<file path="src/sv/fkv_queue.sv">
// two entry queue between the hash front end and the table back end
module fkv_queue #(
  parameter int W = 8
) (
  input  logic         clk_i,
  input  logic         rst_ni,
  input  logic         push_i,
  input  logic [W-1:0] push_data_i,
  output logic         full_o,
  input  logic         pop_i,
  output logic         empty_o,
  output logic [W-1:0] pop_data_o
);
  logic [W-1:0] mem_q [2];
  logic         wr_q, rd_q;
  logic [1:0]   cnt_q;

  assign full_o     = (cnt_q == 2'd2);
  assign empty_o    = (cnt_q == 2'd0);
  assign pop_data_o = mem_q[rd_q];

  always_ff @(posedge clk_i or negedge rst_ni) begin
    if (!rst_ni) begin
      wr_q  <= 1'b0;
      rd_q  <= 1'b0;
      cnt_q <= 2'd0;
    end else begin
      if (push_i) begin
        wr_q <= ~wr_q;
      end
      if (pop_i) begin
        rd_q <= ~rd_q;
      end
      cnt_q <= cnt_q + {1'b0, push_i} - {1'b0, pop_i};
    end
  end

  always_ff @(posedge clk_i) begin
    if (push_i) begin
      mem_q[wr_q] <= push_data_i;
    end
  end

endmodule

</file>
<file path="config.mk">
export PLATFORM = sky130hd
export DESIGN_NAME = fkv_queue
export DESIGN_NICKNAME = d
export VERILOG_FILES = /design/src/sv/fkv_queue.sv
export SDC_FILE = /design/constraint.sdc
export NUM_CORES = 1
export LEC_CHECK = 0
export ABC_CLOCK_PERIOD_IN_PS = 1550
export BUFFER_PORTS_ARGS = -buffer_cell sky130_fd_sc_hd__clkbuf_2
export CORE_UTILIZATION = 52
export CTS_BUF_LIST = sky130_fd_sc_hd__clkbuf_8
export DETAILED_ROUTE_END_ITERATION = 10
export GPL_TIMING_DRIVEN = 0
export PLACE_DENSITY_LB_ADDON = 0.1
export SYNTH_ARGS = -nofsm -noshare
export SYNTH_HDL_FRONTEND = slang
export SYNTH_SLANG_ARGS = --single-unit
</file>
<file path="constraint.sdc">
create_clock -name clk_i -period 1.55 [get_ports clk_i]
set_clock_uncertainty 0.2 [all_clocks]
set_input_delay 0.0775 -clock clk_i [delete_from_list [all_inputs] [get_ports clk_i]]
set_output_delay 0.0775 -clock clk_i [all_outputs]
set_load 0.02 [all_outputs]
</file>
=== Word level (Yosys, flattened, before mapping) ===
Memory sizes are Yosys's and may differ from the RTL's.
Index checks and enable logic that the tools add are counted.

* Add/sub/neg operators: 2
* Equality and inequality tests: 1
* Bitwise operators: 2
* Reduce and logical (&&, ||, !) cells: 1
* Multiplexer cells: 2

{| class="wikitable"
|+ Operators with widths
! kind !! count
|-
| $add 2x1->2 || 1
|-
| $eq 2x2->1 const B || 1
|-
| $logic_not 2->1 || 1
|-
| $mux 1 || 2
|-
| $not 1->1 || 2
|-
| $sub 2x1->2 || 1
|}

* Register bits: 4
* Input port bits: 12
* Memory bits (writable): 16
* Memories kept: 1

{| class="wikitable"
|+ Memories
! name !! words !! bits a word !! read ports !! clocked after memory_dff !! wr ports !! line !! text
|-
| mem_q || 2 || 8 || 1 || 0 || 1 || 14 || <nowiki>logic [W-1:0] mem_q [2];</nowiki>
|}

=== Longest topological paths before layout ===
* Word-level depth: 2
* Gate-level depth with buffers: 5

=== Worst setup path after synthesis ===
No wires, ideal clock.

* Path type: reg-to-reg
* From: register wr_q
* To: memory mem_q[0][0] (enable)
* Clock period less this slack: 1.362 ns
* Arrival: 0.789 ns
* Buffers on the path: 0
* Setup slack: 0.188 ns
* Required time: 0.977 ns
* Stages on the path, launching flop included: 2
* Path through: dfrtp_1 > nor2b_1

{| class="wikitable"
|+ RTL lines
! element !! line !! text
|-
| from (decl) || 15 || <nowiki>logic wr_q, rd_q;</nowiki>
|-
| from (signal assigned) || 29 || <nowiki>wr_q <= ~wr_q;</nowiki>
|-
| to (decl) || 14 ||
|}

No word-level cell before the write port.

=== Worst setup path after layout ===
* From: register rd_q
* To: output port pop_data_o[1]

* Longest elaborated chain between the ends: 1

{| class="wikitable"
|+ Ends and longest elaborated chain
! element !! line !! text
|-
| from (decl) || 15 ||
|-
| from (signal assigned) || 32 || <nowiki>rd_q <= ~rd_q;</nowiki>
|-
| $mem_v2 2x8 || - ||
|-
| to (decl) || 12 || <nowiki>output logic [W-1:0] pop_data_o</nowiki>
|}

Every way passes these cells.

==> impl_metrics.yaml <==
worst_setup_path:
  worstPathRequired_ns: 1.27
  end_kind: "output port"
  cp_max_fo: 9
  critPathKind: "flip-flop to output port"
  r2r-start: "cnt_q[0]"
  crit_arrival_ns: 1.23
  critPathLaunch: "rd_q"
  start_kind: "flip-flop"
layout:
  final_cell_mix: "clkbuf_2 (20), edfxtp_1 (16), dlygate4sd3_1 (12)"
  fillers: 79
  layout.nets: 91
  multiInputGateArea_um2: 211.5
  drive_above_1_share_pct: 43.42
  final_common_cell: "clkbuf_2"
  stdcell_area_um2: 1095
  antenna_cells: 0
  syn_to_final_growth_pct: 35.45
  seqCellArea_um2: 580.6
timing:
  setup_tns_ns: 0
  setup-violations-final: 0
  fin_crit_ns: 1.507
  slew_violations: 0
  post-route-period-util_pct: 97.23
  finalHoldViolCount: 0
  worstMarginPinSlew_ns: 0.4057
  timing.fmax_mhz: 663.6
  rsz0062_at_grt: "false"
  relSlewSlack_pct: 72.83
  fin_ws_ns: 0.04299
cts:
  clock_latency_ns: 0.25
  cts_tree: "done"
  clock-sinks: 20
  ctsLongestPathBuffers: 2
  postCtsSetupRepairBufs: 0
  cts-htree-levels: 1
  cts-root-buf: "clkbuf_8"
  numCtsBuffers: 3
  cts.clk_slew.worst_paths_ns: 0.07
run:
  drv_cap: 0
global_routing:
  grt_max_degree: 12
  grt_pass1_vias: 452
  grtUsageTotal_pct: 14.55
  overflow: 0
  use_met1_pct: 17.27
  antenna_found_initial: 0
  grt-busiest-layer: "met2"
  grt_pass1_wl_um: 1863
  gr-usage-met2_pct: 25.62
  grtUsageMet3_pct: 3.043
detailed_routing:
  viasPerCell: 4.934
  drtPass1Iterations: 3
  ant_nets: 0
  first_iter_violations: 4
  vias: 449
  routed_wl_um: 1115
  wl_per_cell_um: 12.25
  drcViolationCount: 0
logic_synthesis:
  ys_ff_latch: 20
  avgSynthCellArea_um2: 20.21
  synth_cells: 40
  synth_fp_nets: 54
  synth_cell_types: 11
  synth_warnings: 0
  synth_sequential_area_ratio_pct: 71.83
  synth_area_um2: 808.3
power:
  p_per_area_nw_per_um2: 1686
  cellLeakagePower_nw: 0.4891
  peakVddDrop_mv: 1.023
place:
  dp_hpwl_um: 743
  postPlaceCellArea_um2: 932.1
  place_congestion: 0.5776
  place_ws_ns: 0.02022
  portBuffers: 21
floorplan:
  die_area_um2: 1716
  die_h_um: 41.43
  start_util_pct: 59.16
  die_x_um: 41.43
  core_um2: 1366
  rows: 13
  ios: 22
min_path:
  hold_class: "input port to flip-flop"
  min-delay-start: "push_i"
status:
  status: "complete, no violations"
Yosys cell counts:
master     n  share of area, %
ha_1       2               3.1
inv_1      2              0.93
buf_6      1               1.4
nor2_1     1              0.46
nor2b_1    2               1.5
and2_1     1              0.77
mux2_4     8                15
dfrtp_1    4                12
edfxtp_1  16                59
xor3_1     1               2.9
xor2_1     2               2.2
worst max-delay path: stages, from the launching register on:
cell and delay (ns):
dfrtp_1 0.37, buf_6 0.15, mux2_4 0.30, clkbuf_2 0.15
path summary, 6_finish.rpt:
| path | end | slack, ns | cells after the start |
|---|---|---|---|
| min reg2reg | wr_q | 0.31 | 1 |
| max in group asynchronous | cnt_q[1] | 0.45 | 3 |
| min | mem_q[0][1] | 0.11 | 2 |
| max | pop_data_o[1] | 0.04 | 3 |
| min in group asynchronous | wr_q | 0.54 | 3 |
| max reg2reg | cnt_q[1] | 0.14 | 5 |
flip-flops by register name, indices dropped and copies added, names as in the netlist:
name   flops
mem_q     16
rd_q       1
wr_q       1
cnt_q      2
kinds of logic (layout without fill, tap and decap cells):
| logic type | Yosys count | after routing | synth area share (%) |
|---|---|---|---|
| multiplexers | 8 | 8 | 14.86 |
| adder cells (fa/ha/maj) | 2 | 2 | 3.095 |
| AND/OR/NAND/NOR | 4 | 4 | 2.786 |
| XOR/XNOR | 3 | 3 | 5.108 |
| flip-flops | 20 | 20 | 71.83 |
| buffers and inverters | 3 | 39 | 2.322 |
metal layers:
metal	vias to the layer above	part of all wire [%]	wire [um]
li1	216	-	-
met1	215	42	464
met2	15	53	590
met3	3	3.6	40
met4	0	1.8	20
met5	-	0	0
stage by stage:
step	total power [mW]	instances	util, %	hold WS, ns
2_1_floorplan	1.334	40	-	-0.4181
3_3_place_gp	1.494	76	68.22	-0.3112
3_5_place_dp	1.505	76	68.22	-0.3112
4_1_cts	1.853	92	80.31	0.1628
5_1_grt	1.946	91	80.13	0.1326
6_report	1.846	91	80.13	0.1107
layout make-up:
class | count | area share [%]
repair buffers | 32 | 20.11
clock inverters | 1 | 0.3429
clock buffers | 3 | 3.771
plain buffers | 1 | 1.029
inverters | 2 | 0.6857
flip-flops and latches | 20 | 53.03
multi-input cells | 17 | 19.31
well taps | 15 | 1.714
report_power, final:
group	internal, mW	switching, mW	leakage, nW
Sequential	0.733	0.0607	0.197
Clock	0.176	0.153	0.0269
Combinational	0.364	0.360	0.265
repair_timing:
action | CTS | global route
resized for setup | 0 | 1
setup endpoints to repair | 0 | 9
hold endpoints to repair | 23 | 0
hold buffers | 12 | 0
Power figures use the tool's default switching activity.
