$ cat config.mk
export PLATFORM = sky130hd
export DESIGN_NAME = fkv_front
export DESIGN_NICKNAME = d
export VERILOG_FILES = /design/src/sv/fkv_pkg.sv /design/src/sv/fkv_front.sv
export SDC_FILE = /design/constraint.sdc
export NUM_CORES = 1
export LEC_CHECK = 0
export ABC_AREA = 1
export BUFFER_PORTS_ARGS = -buffer_cell sky130_fd_sc_hd__buf_2
export CORE_ASPECT_RATIO = 1.2
export CORE_MARGIN = 8
export CORE_UTILIZATION = 28
export CTS_CLUSTER_SIZE = 10
export DETAILED_ROUTE_END_ITERATION = 6
export GPL_TIMING_DRIVEN = 0
export HOLD_SLACK_MARGIN = 0.05
export SYNTH_ARGS = -nofsm -noshare
export SYNTH_HDL_FRONTEND = slang
export SYNTH_SLANG_ARGS = --single-unit
$ cat constraint.sdc
create_clock -name clk_i -period 19.8 [get_ports clk_i]
set_input_delay 2.97 -clock clk_i [delete_from_list [all_inputs] [get_ports clk_i]]
set_output_delay 2.97 -clock clk_i [all_outputs]
set_load 0.02 [all_outputs]
$ cat src/sv/fkv_pkg.sv
// package with shared types and constants for the hashed key value table
package fkv_pkg;

  localparam logic [63:0] FNV_BASIS = 64'hcbf29ce484222325;
  localparam logic [63:0] FNV_PRIME = 64'h00000100000001b3;

  typedef enum logic [1:0] {
    OP_INSERT = 2'd0,
    OP_DELETE = 2'd1,
    OP_GET    = 2'd2,
    OP_NONE   = 2'd3
  } op_e;

  typedef enum logic [1:0] {
    ST_OK      = 2'd0,
    ST_MISSING = 2'd1,
    ST_FULL    = 2'd2,
    ST_UNUSED  = 2'd3
  } status_e;

  typedef enum logic [1:0] {
    HS_IDLE,
    HS_MIX,
    HS_PUSH
  } hash_state_e;

  typedef enum logic [2:0] {
    BS_IDLE,
    BS_READ,
    BS_WAIT,
    BS_DECIDE,
    BS_WRITE
  } back_state_e;

  localparam logic [3:0] REG_BUCKET_BITS = 4'd0;

endpackage

$ cat src/sv/fkv_front.sv
// front end: takes requests and hashes the key with fnv-1a, one byte a cycle
module fkv_front #(
  parameter int BUCKET_BITS = 8
) (
  input  logic                    clk_i,
  input  logic                    rst_ni,
  input  logic                    start_i,
  input  logic [1:0]              op_i,
  input  logic [63:0]             key_i,
  input  logic [63:0]             value_i,
  input  logic [3:0]              bucket_bits_i,
  input  logic                    q_full_i,
  output logic                    busy_o,
  output logic                    push_o,
  output logic [1:0]              push_op_o,
  output logic [63:0]             push_key_o,
  output logic [63:0]             push_value_o,
  output logic [BUCKET_BITS-1:0]  push_bucket_o
);
  import fkv_pkg::*;

  hash_state_e state_q, state_d;
  logic [2:0]  cnt_q, cnt_d;
  logic [63:0] hash_q, hash_d;
  logic [1:0]  op_q;
  logic [63:0] key_q, value_q;
  logic [63:0] xored;
  logic [63:0] mixed;
  logic [7:0]  byte_sel;
  logic [4:0]  bits_sat;
  logic [BUCKET_BITS-1:0] mask;
  logic        take;

  assign byte_sel = key_q[{cnt_q, 3'b000} +: 8];
  assign xored    = hash_q ^ {56'd0, byte_sel};
  // prime is 2**40 plus a 9-bit constant
  assign mixed    = (xored << 40) + xored * {55'd0, FNV_PRIME[8:0]};

  always_comb begin
    if ({1'b0, bucket_bits_i} > 5'(BUCKET_BITS)) begin
      bits_sat = 5'(BUCKET_BITS);
    end else begin
      bits_sat = {1'b0, bucket_bits_i};
    end
    for (int i = 0; i < BUCKET_BITS; i++) begin
      mask[i] = (5'(i) < bits_sat);
    end
  end

  assign take          = (state_q == HS_IDLE) && start_i;
  assign busy_o        = (state_q != HS_IDLE);
  assign push_o        = (state_q == HS_PUSH) && !q_full_i;
  assign push_op_o     = op_q;
  assign push_key_o    = key_q;
  assign push_value_o  = value_q;
  assign push_bucket_o = hash_q[BUCKET_BITS-1:0] & mask;

  always_comb begin
    state_d = state_q;
    cnt_d   = cnt_q;
    hash_d  = hash_q;
    case (state_q)
      HS_IDLE: begin
        if (start_i) begin
          state_d = HS_MIX;
          cnt_d   = 3'd0;
          hash_d  = FNV_BASIS;
        end
      end
      HS_MIX: begin
        hash_d = mixed;
        cnt_d  = cnt_q + 3'd1;
        if (cnt_q == 3'd7) begin
          state_d = HS_PUSH;
        end
      end
      HS_PUSH: begin
        if (!q_full_i) begin
          state_d = HS_IDLE;
        end
      end
      default: state_d = HS_IDLE;
    endcase
  end

  always_ff @(posedge clk_i or negedge rst_ni) begin
    if (!rst_ni) begin
      state_q <= HS_IDLE;
      cnt_q   <= 3'd0;
    end else begin
      state_q <= state_d;
      cnt_q   <= cnt_d;
    end
  end

  always_ff @(posedge clk_i) begin
    hash_q <= hash_d;
    if (take) begin
      op_q    <= op_i;
      key_q   <= key_i;
      value_q <= value_i;
    end
  end

endmodule

## Word-level counts from Yosys, hierarchy flattened

Index checks and enable logic that the tools add are counted.

- Reduce and logical (&&, ||, !) cells: 8
- Equal/unequal tests: 6
- Multipliers: 1
- $lt $le $gt $ge: 9
- Mux-type cells: 9
- Bitwise gates (word level): 2
- Shift-type cells: 1
- $add $sub $neg: 2

Operators by type and width:

| cell | number |
|---|---|
| 64-bit case mux with 2 select lines | 1 |
| 64-bit adder | 1 |
| 64-bit by 9-bit multiplier with 64-bit output, second input constant | 1 |
| 64-bit two-way mux | 1 |
| 64-bit by 7-bit indexed part select with 8-bit output | 1 |
| 64-bit by 8-bit bitwise XOR with 64-bit output | 1 |
| 3-bit by 4-bit less-than comparator with 1-bit output, first input constant | 4 |
| 8-bit AND | 1 |
| 1-bit by 4-bit less-than comparator with 1-bit output, first input constant | 2 |
| 2-bit by 4-bit less-than comparator with 1-bit output, first input constant | 2 |
| 2-bit two-way mux | 3 |
| 2-bit inequality test, second input constant | 3 |
| 2-bit case mux with 3 select lines | 1 |
| 3-bit case mux with 2 select lines | 1 |
| 4-bit > comparator, second input constant | 1 |
| 4-bit two-way mux | 1 |
| 2-bit nonzero test | 2 |
| 3-bit by 1-bit adder with 3-bit output, second input constant | 1 |
| 3-bit equality test, second input constant | 1 |
| 3-bit two-way mux | 1 |
| 3-bit AND reduction | 1 |
| 2-bit by 1-bit equality test with 1-bit output, second input constant | 1 |
| 2-bit equality test, second input constant | 1 |
| 1-bit logical AND | 2 |
| 3 further kinds | 3 |

- Word-level logic and storage cells: 44
- Register bits: 199
- Bits of input ports: 138
- Output and inout port bits: 140

## Longest topological paths before layout

Gate-level depths: netlist of run 1.

- Depth in word-level cells: 5
- Gate-level depth with buffers: 32
- Gate-level depth less buffers: 30

## Worst setup path before layout of run 1

OpenSTA, ideal clock, no wires.

- Path kind: input-to-reg
- Start: in start_i
- End: reg hash_q[0], enable pin
- Arrival time: 9.062 ns
- Stages: 4
- Setup slack: 10.388 ns
- Data required time: 19.450 ns
- Setup time: 0.350 ns
- Buffers on the path: 0
- Path through: inv_1 -> nor2_1 -> nor2_1 -> inv_1

- Longest elaborated chain between the ends: 2

Ends and longest elaborated chain:

| item | RTL line | RTL |
|---|---|---|
| start: declaration | fkv_front.sv:7 | `input logic start_i,` |
| 2-bit inequality test (no line) | - |  |
| 2-bit AND reduction (no line) | - |  |
| end signal: assignment | fkv_front.sv:97 | `hash_q <= hash_d;` |
| end: declaration | fkv_front.sv:24 | `logic [63:0] hash_q, hash_d;` |

Every way passes these cells.
A chain may end at the register's enable or synchronous reset.

## Worst setup path after layout of run 1

- Start: in bucket_bits_i[3]
- End: out push_bucket_o[2]

- Longest elaborated chain between the ends: 4

Ends and longest elaborated chain:

| item | RTL line | RTL |
|---|---|---|
| start: declaration | fkv_front.sv:11 | `input logic [3:0] bucket_bits_i,` |
| 4-bit > comparator | fkv_front.sv:40 | `if ({1'b0, bucket_bits_i} > 5'(BUCKET_BITS)) begin` |
| 4-bit two-way mux * | fkv_front.sv:40 |  |
| 2-bit by 4-bit less-than comparator with 1-bit output * | fkv_front.sv:46 | `mask[i] = (5'(i) < bits_sat);` |
| 8-bit AND * | fkv_front.sv:56 | `assign push_bucket_o = hash_q[BUCKET_BITS-1:0] & mask;` |
| end: declaration | fkv_front.sv:18 | `output logic [BUCKET_BITS-1:0] push_bucket_o` |

Mark *: on every way between the ends. The rest lies on a longest branch, timed or not.

==> results summary, run 1 <==
The endpoint of the worst-slack reg-to-reg timing path is hash_q[7]. Headroom to the max-slew limit came out at 63.80%. The tree built by TritonCTS fans out to 143 sinks.

The maximum number of pins on one net before global-route repair came out at 36. The full die area is 25720 um^2. At the end of routability-driven placement, the weighted congestion stood at 0.7711. The clock transition time at the flip-flop clock pins of the worst setup and hold paths is 0.06 ns. Between clock sinks in the finished design, the worst skew comes to 0.008563 ns. The register bit total from synthesis is 143. Post-CTS repair changed the size of 0 cells. The number of standard cells after synthesis is 408. The fraction of final layout cells with drive strength greater than 1 is 48.40%. Summed over all layers, the global routing overflow is 0. Summed over all nets, the half-perimeter wirelength after detailed placement is 13.89 mm. The remaining number of nets flagged by the antenna check after routing came out at 0. The final critical path time including I/O delays and setup is 6.672 ns. By startpoint and endpoint, the worst setup path is classified as input port to primary output.

The final sum of negative setup slack is 0 ns. In the post-route analysis, the smallest setup slack over all paths is 13.13 ns. The TritonCTS buffer count came out at 17.

The register-to-register setup slack came out at 14.57 ns. In this run the static leakage power is 3.650 nW. The die extent in y came out at 174.1 um. STA puts the critical path data arrival time at 3.70 ns.

The share of synthesized registers carrying an async set or reset is 3.497%. The I/O pin count is 278. After synthesis, the mean cell area works out to 14.29 um^2. The initial standard-cell utilization of the core is 28.19%.

The number of cells on the worst reg-to-reg path is 28. The clock passes through at most 2 buffers. The hold violation count in the final report is 0. The clock root buffer is clkbuf_16. The later pin in the worst-skew pair is clocked with a latency of 0.41 ns. The mapped netlist covers 5831 um^2.

Sorting the synthesized cells by how often they occur yields 138 x edfxtp_1, 53 x nand2_1, 44 x inv_1, 35 x nor2_1, 21 x ha_1. The clock tree synthesis step divided the H-tree into 4 levels. The dominant register cell in the synthesized netlist is edfxtp_1. edfxtp_1 is the most common cell in the netlist. The share of the synthesized area in the top cell type came out at 71.07%. The placement-stage worst setup slack is 13.13 ns.

In this run the worst hold path is classified as register to register. Setup repair after global routing left no endpoint under its margin. TritonCTS built the clock tree.

Across all hold checks on the routed design, the worst slack comes to 0.5561 ns. The number of nets in the finished design is 871. The synthesized design spends more area on one cell type than any other, namely edfxtp_1. The maximum VDD drop came out at 136.8 uV. The routed layout has 4204 vias.

The worst path uses 33.70% of the clock period. The area growth from synthesis to layout is 40.92%. The final instance count without filler cells is 993. The number of unique standard cell types used by synthesis is 28. The all-layer global routing usage came out at 13.37%. The Yosys step of the flow raised 0 warnings. The share of synthesized area occupied by flip-flops and latches is 73.22%.

The number of nets in the synthesized netlist is 571. The worst reg2reg path startpoint is cnt_q[0]. The number of pins exceeding their max-slew limit in the final report came out at 0.

In the final routed layout, each cell accounts on average for 17.46 um. The number of DRC markers after the initial detailed-route iteration came out at 144. The area of the core is 20680 um^2. The startpoint type of the worst setup path is an input port. The initial antenna violation count came out at 1. By area the synthesized netlist is led by edfxtp_1 71%, ha_1 4.5%, nand2_1 3.4%. The flow ran to the end, and the final reports show no timing, DRC or antenna violations. The worst hold path begins at state_q[0]. STA classifies the critical path endpoint as a primary output.

During placement, the flow inserted port buffers numbering 277. For the pin with the worst max-slew slack, the measured transition is 0.5417 ns. At the worst endpoint, the required time is 16.83 ns. Power comes to 1.758 mW.

The via count of the first global-routing pass is 4760. The first-pass GRT wire length is 25.72 mm. The worst hold path terminates at state_q[1]. The number of placement rows came out at 58.

The number of enable flip-flop cells after synthesis is 138. The routed design has 17.34 mm of wire. The worst hold path passes through 3 cells. Setup violations remaining at the end of the flow were counted as 0. The buffers inserted during post-CTS setup optimization came out at 0. The number of hold buffers added after CTS was 0. Tracing the worst setup path back leads to its startpoint at bucket_bits_i[3].

Dividing total power by cell area gives a power density of 213.9 nW/um^2. In this run the worst path has a maximum fanout of 7. The via-per-instance ratio is 4.234. In this run, placement finished with an instance count of 959. The number of maximum-capacitance constraint violations came out at 0.

After detailed routing, the number of remaining DRC violations is 0. The pre-antenna-repair detailed-routing pass consisted of 5 iterations. Measured along the x axis, the die boundary spans 147.7 um. The highest attainable clock frequency is 149.9 MHz.
==> through the flow <==
stage,area [um^2],utilization (%)
after global routing,8214,39.72
after floorplan,5831,-
after CTS,8212,39.70
after global placement,7555,36.53
final,8217,39.73
after detailed placement,7642,36.95
==> cell usage in the layout, fill, tap and decap left out, types with 5 or more instances in the layout <==
cell type	n
nand3_2	11
o21ai_0	20
edfxtp_1	138
o221ai_1	8
nand3_1	18
buf_12	5
ha_1	21
nor2_1	34
inv_1	44
inv_6	6
clkbuf_16	17
nand2_2	10
inv_8	5
buf_2	281
xor2_1	7
nand2_1	53
dfrtp_1	5
==> sequential cells by signal, summed over array words and instances, names as in the netlist <==
signal,count
cnt_q,3
hash_q,8
push_key_o,64
push_op_o,2
push_value_o,64
state_q,2
==> layer usage <==
layer	vias to the layer above	global-route usage [%]	wire [um]
met2	171	23.91	9109
met4	0	5.619	354
met3	23	6.270	1600
met5	-	0	0
li1	2044	-	-
met1	1966	12.90	6277
==> kinds of logic after synthesis <==
kind of cell / synth area share [%]
AO/OA/AOI/OAI: 4.228
XOR/XNOR: 1.352
adder cells (fa/ha/maj): 5.880
buffers and inverters: 4.700
flip-flops: 73.22
AND/OR/NAND/NOR: 10.62
==> critical path, stage by stage <==
cell,delay [ns]
buf_2,0.11
nor2_1,0.32
a21oi_1,0.12
buf_2,0.18
==> report_power, final <==
| group | total [mW] | leakage, nW | internal [mW] | switching (mW) |
|---|---|---|---|---|
| logic | 0.995 | 2.03 | 0.394 | 0.601 |
| clock network | 0.307 | 0.275 | 0.168 | 0.139 |
| registers | 0.456 | 1.34 | 0.433 | 0.0235 |
==> cell type report <==
class / count / area (um^2)
multi-input combinational: 206 / 1295
fill: 1982 / 12470
buffer: 11 / 88.84
sequential: 143 / 4269
timing repair buffer: 281 / 1466
antenna: 2 / 5.005
clock inverter: 14 / 140.1
clock buffer: 18 / 429.2
inverter: 48 / 185.2
tap: 270 / 337.8
==> worst max-delay path by stage <==
| stage | to | slack, ns | cells past startpoint |
|---|---|---|---|
| 2_1_floorplan | hash_q[0] | 10.39 | 4 |
| 3_3_place_gp | hash_q[1] | 7.85 | 5 |
| 3_5_place_dp | push_bucket_o[2] | 13.13 | 4 |
| 4_1_cts | push_bucket_o[2] | 13.14 | 4 |
| 5_1_grt | push_bucket_o[2] | 13.01 | 4 |
| 6_report | push_bucket_o[2] | 13.13 | 4 |
(Power assumes the default switching activity.)
==> inputs of run 2 (changes only) <==
Clock period 19.8 ns to 5.4 ns, I/O delays scaled along.
==> run 2 against run 1 <==
Utilization is 0.32 points higher. Total power grew to 3.7 times the previous value. Clock skew is 0.0034 ns lower. Via count is 0.88% lower. Worst setup slack worse by 13 ns. Critical path type is now register to register. Cell area is 0.81% higher. Global-route usage is 0.14 points higher. First-iteration DRC count is 2.8% higher. Sequential cell count stayed put.
==> results summary, run 2 (same netlist as run 1, synthesis figures left out) <==
The fraction of final layout cells with drive strength greater than 1 is 49.10% (+0.70 points). The number of buffer cells added on primary ports is 277 (unchanged). The remaining number of nets flagged by the antenna check after routing is 0 (unchanged).

The die extent in y came out at 174.1 um (unchanged). The total leakage power came out at 3.680 nW (+0.82%). The area growth from synthesis to layout is 42.06%.

STA classifies the critical path endpoint as a register. Leaving out fill and tap cells, the most frequent cells in the layout are 278 x buf_2, 138 x edfxtp_1, 53 x nand2_1. The fraction of power consumed by the clock network came out at 17.5% (about the same). The highest attainable clock frequency came out at 202.3 MHz.

The via count of the first global-routing pass came out at 4617 (-3.0%). The net switching share of the total power is 42.97% (-0.46 points). The combinational power share came out at 56.7% (about the same).

The all-layer global routing usage is 13.51% (+0.14 points). The met1 usage in global routing is 13.67% (+0.77 points). The standard cell with the maximum stage delay on the critical path is fa_1. The relative max-transition margin is 54.16% (-9.6 points). The multi-input combinational cell area is 1305 um^2 (+0.77%). The period utilization came out at 91.55%. The number of nets in the finished design came out at 873 (+0.23%). The detailed-router iteration count before antenna repair is 4 (-1). The maximum number of pins on one net before global-route repair is 36 (unchanged). The routed via count came out at 4167 (-0.88%).

The met3 layer usage reported by global route is 6.400% (+0.13 points). The smallest setup slack after layout came out at 0.4563 ns (-12.67 ns). The total number of clock tree sinks came out at 143 (unchanged).

TritonCTS built the clock tree. The most frequent standard cell in the layout excluding fill and tap cells is buf_2. The power per cell area is 781.1 nW/um^2 (+270%). The first-pass GRT wire length came out at 26.10 mm (+1.4%). The number of buffers added to fix hold violations after cts came to 0 (unchanged). The internal power is 3.689 mW (+270%).

The initial antenna violation count came out at 8 (+7). The I/O pin count is 278 (unchanged). The power share of the sequential group is 25.9% (about the same). The largest driver fanout on the critical path came out at 10 (+3). The placement-stage worst setup slack is 0.1857 ns (-12.95 ns).

The clock transition time at the flip-flop clock pins of the worst setup and hold paths is 0.07 ns (about the same). The number of placement rows came to 58 (unchanged). The width of the die came out at 147.7 um (unchanged). The number of maximum-capacitance constraint violations came out at 0 (unchanged). The worst setup path is launched from a register. The buffer depth of the longest clock path was 2 (unchanged). met2 is the most crowded layer. The wire length reported by the detailed router is 17.39 mm (+0.27%). The area used by sequential logic in the layout is 4269 um^2 (unchanged). The number of pins exceeding their max-slew limit in the final report is 0 (unchanged). The initial standard-cell utilization of the core is 28.19% (unchanged). The post-layout instance area came out at 8283 um^2 (+0.81%). The post-detailed-route DRC marker count is 0 (unchanged).

The area of the core came out at 20680 um^2 (unchanged). The slew at the pin with the worst max-slew slack is 0.6860 ns (+0.1443 ns). The net load switching power is 2.780 mW (+260%).

The level count of the clock H-tree is 4 (unchanged). The final instance count without filler cells is 997 (+0.40%). The flow ran to the end, and the final reports show no timing, DRC or antenna violations. The final count of negative-setup-slack endpoints came to 0 (unchanged). The worst path arrival time came to 5.11 ns (+1.41 ns). The path class of the tightest hold or removal check is input port to async pin. The number of placed cells counting well taps is 959 (unchanged).

The most numerous cell on the critical path is nand2_1. The HPWL reported at the end of detailed placement came out at 14.11 mm (+1.5%). The total grt overflow is 0 (unchanged).

The tree is rooted in a clkbuf_16. The maximum VDD drop came out at 491.5 uV (+260%). The hold violation count in the final report is 0 (unchanged). The placer congestion estimate came out at 0.8242 (+6.9%). The delay of the slowest critical-path stage is 0.52 ns (+0.20 ns). The setup path with the least slack is of type register to register. The smallest clock period supported by the final layout is computed as 4.944 ns. The global routing met2 resource utilization came out at 24.10% (+0.19 points). The full die area is 25720 um^2 (unchanged). The clock skew after layout was 0.005169 ns (-0.003394 ns). The area of placed instances came to 7650 um^2 (about the same).

The average wire per standard cell came to 17.44 um (-0.13%). The data required time at the worst endpoint came to 5.57 ns (-11.26 ns). The via-per-instance ratio came out at 4.180 (-1.3%). The total of fill cells in the finished design was 2002 (+1.0%). The TritonCTS buffer count was 17 (unchanged).

The number of DRC markers after the initial detailed-route iteration is 148 (+2.8%). The insertion delay to the later sink of the worst-skew pair is 0.41 ns (about the same).
[run 2: power groups by stage]
stage	sequential, mW	clock, mW	combinational [mW]
after detailed placement	1.70	0	3.64
after global placement	1.73	0	3.56
after CTS	1.68	1.16	3.70
after floorplan	1.90	0	2.57
final	1.67	1.13	3.67
after global routing	1.70	1.20	4.30
[run 2: routing by layer]
layer  up-vias  part of all wire [%]
met2       174                    52
met1      1912                    37
met5         -                  0.28
li1       2051                     -
met3        22                   9.1
met4         8                   1.2
[run 2: layout make-up]
class                      instances  area share [%]
antenna                            4          0.1208
buffer                            11           1.344
clock buffer                      18           5.181
clock inverter                    14           1.737
inverter                          48           2.266
multi-input combinational        206           15.76
sequential                       143           51.54
tap                              270           4.079
timing repair buffer             283           17.98
[run 2: worst paths after layout]
path | slack, ns | startpoint | cells past startpoint | endpoint
min | 0.21 | rst_ni | 1 | state_q[0]
max reg2reg | 0.46 | cnt_q[0] | 30 | hash_q[7]
min reg2reg | 0.56 | state_q[0] | 3 | state_q[1]
min in group clk_i | 0.56 | state_q[0] | 3 | state_q[1]
max in group asynchronous | 5.06 | rst_ni | 1 | cnt_q[1]
max | 0.46 | cnt_q[0] | 30 | hash_q[7]
[run 2: critical path: cells and delay by family (launching register included)]
| family | cells | cell delay [ns] |
|---|---|---|
| xor+xnor | 1 | 0.16 |
| buf+inv | 9 | 0.72 |
| fa+ha+maj | 6 | 2.30 |
| simple gates | 12 | 0.78 |
| compound gates | 2 | 0.33 |
| flops | 1 | 0.39 |
[run 2: timing repair]
item | in CTS | in global routing
hold endpoints to repair | 0 | 0
endpoints found under the setup margin | 0 | 1
buffers inserted | 0 | 2
resized for setup | 0 | 22
[run 2: stage by stage]
step	TNS, ns	hold slack, ns	util (%)	total power, mW
final	0	0.2052	40.05	6.470
after detailed placement	0	0.5496	36.99	5.344
after floorplan	0	0.5144	-	4.466
after CTS	0	0.1924	39.76	6.537
after global routing	-0.01510	0.1927	40.04	7.200
after global placement	-109.20	0.5430	36.54	5.299
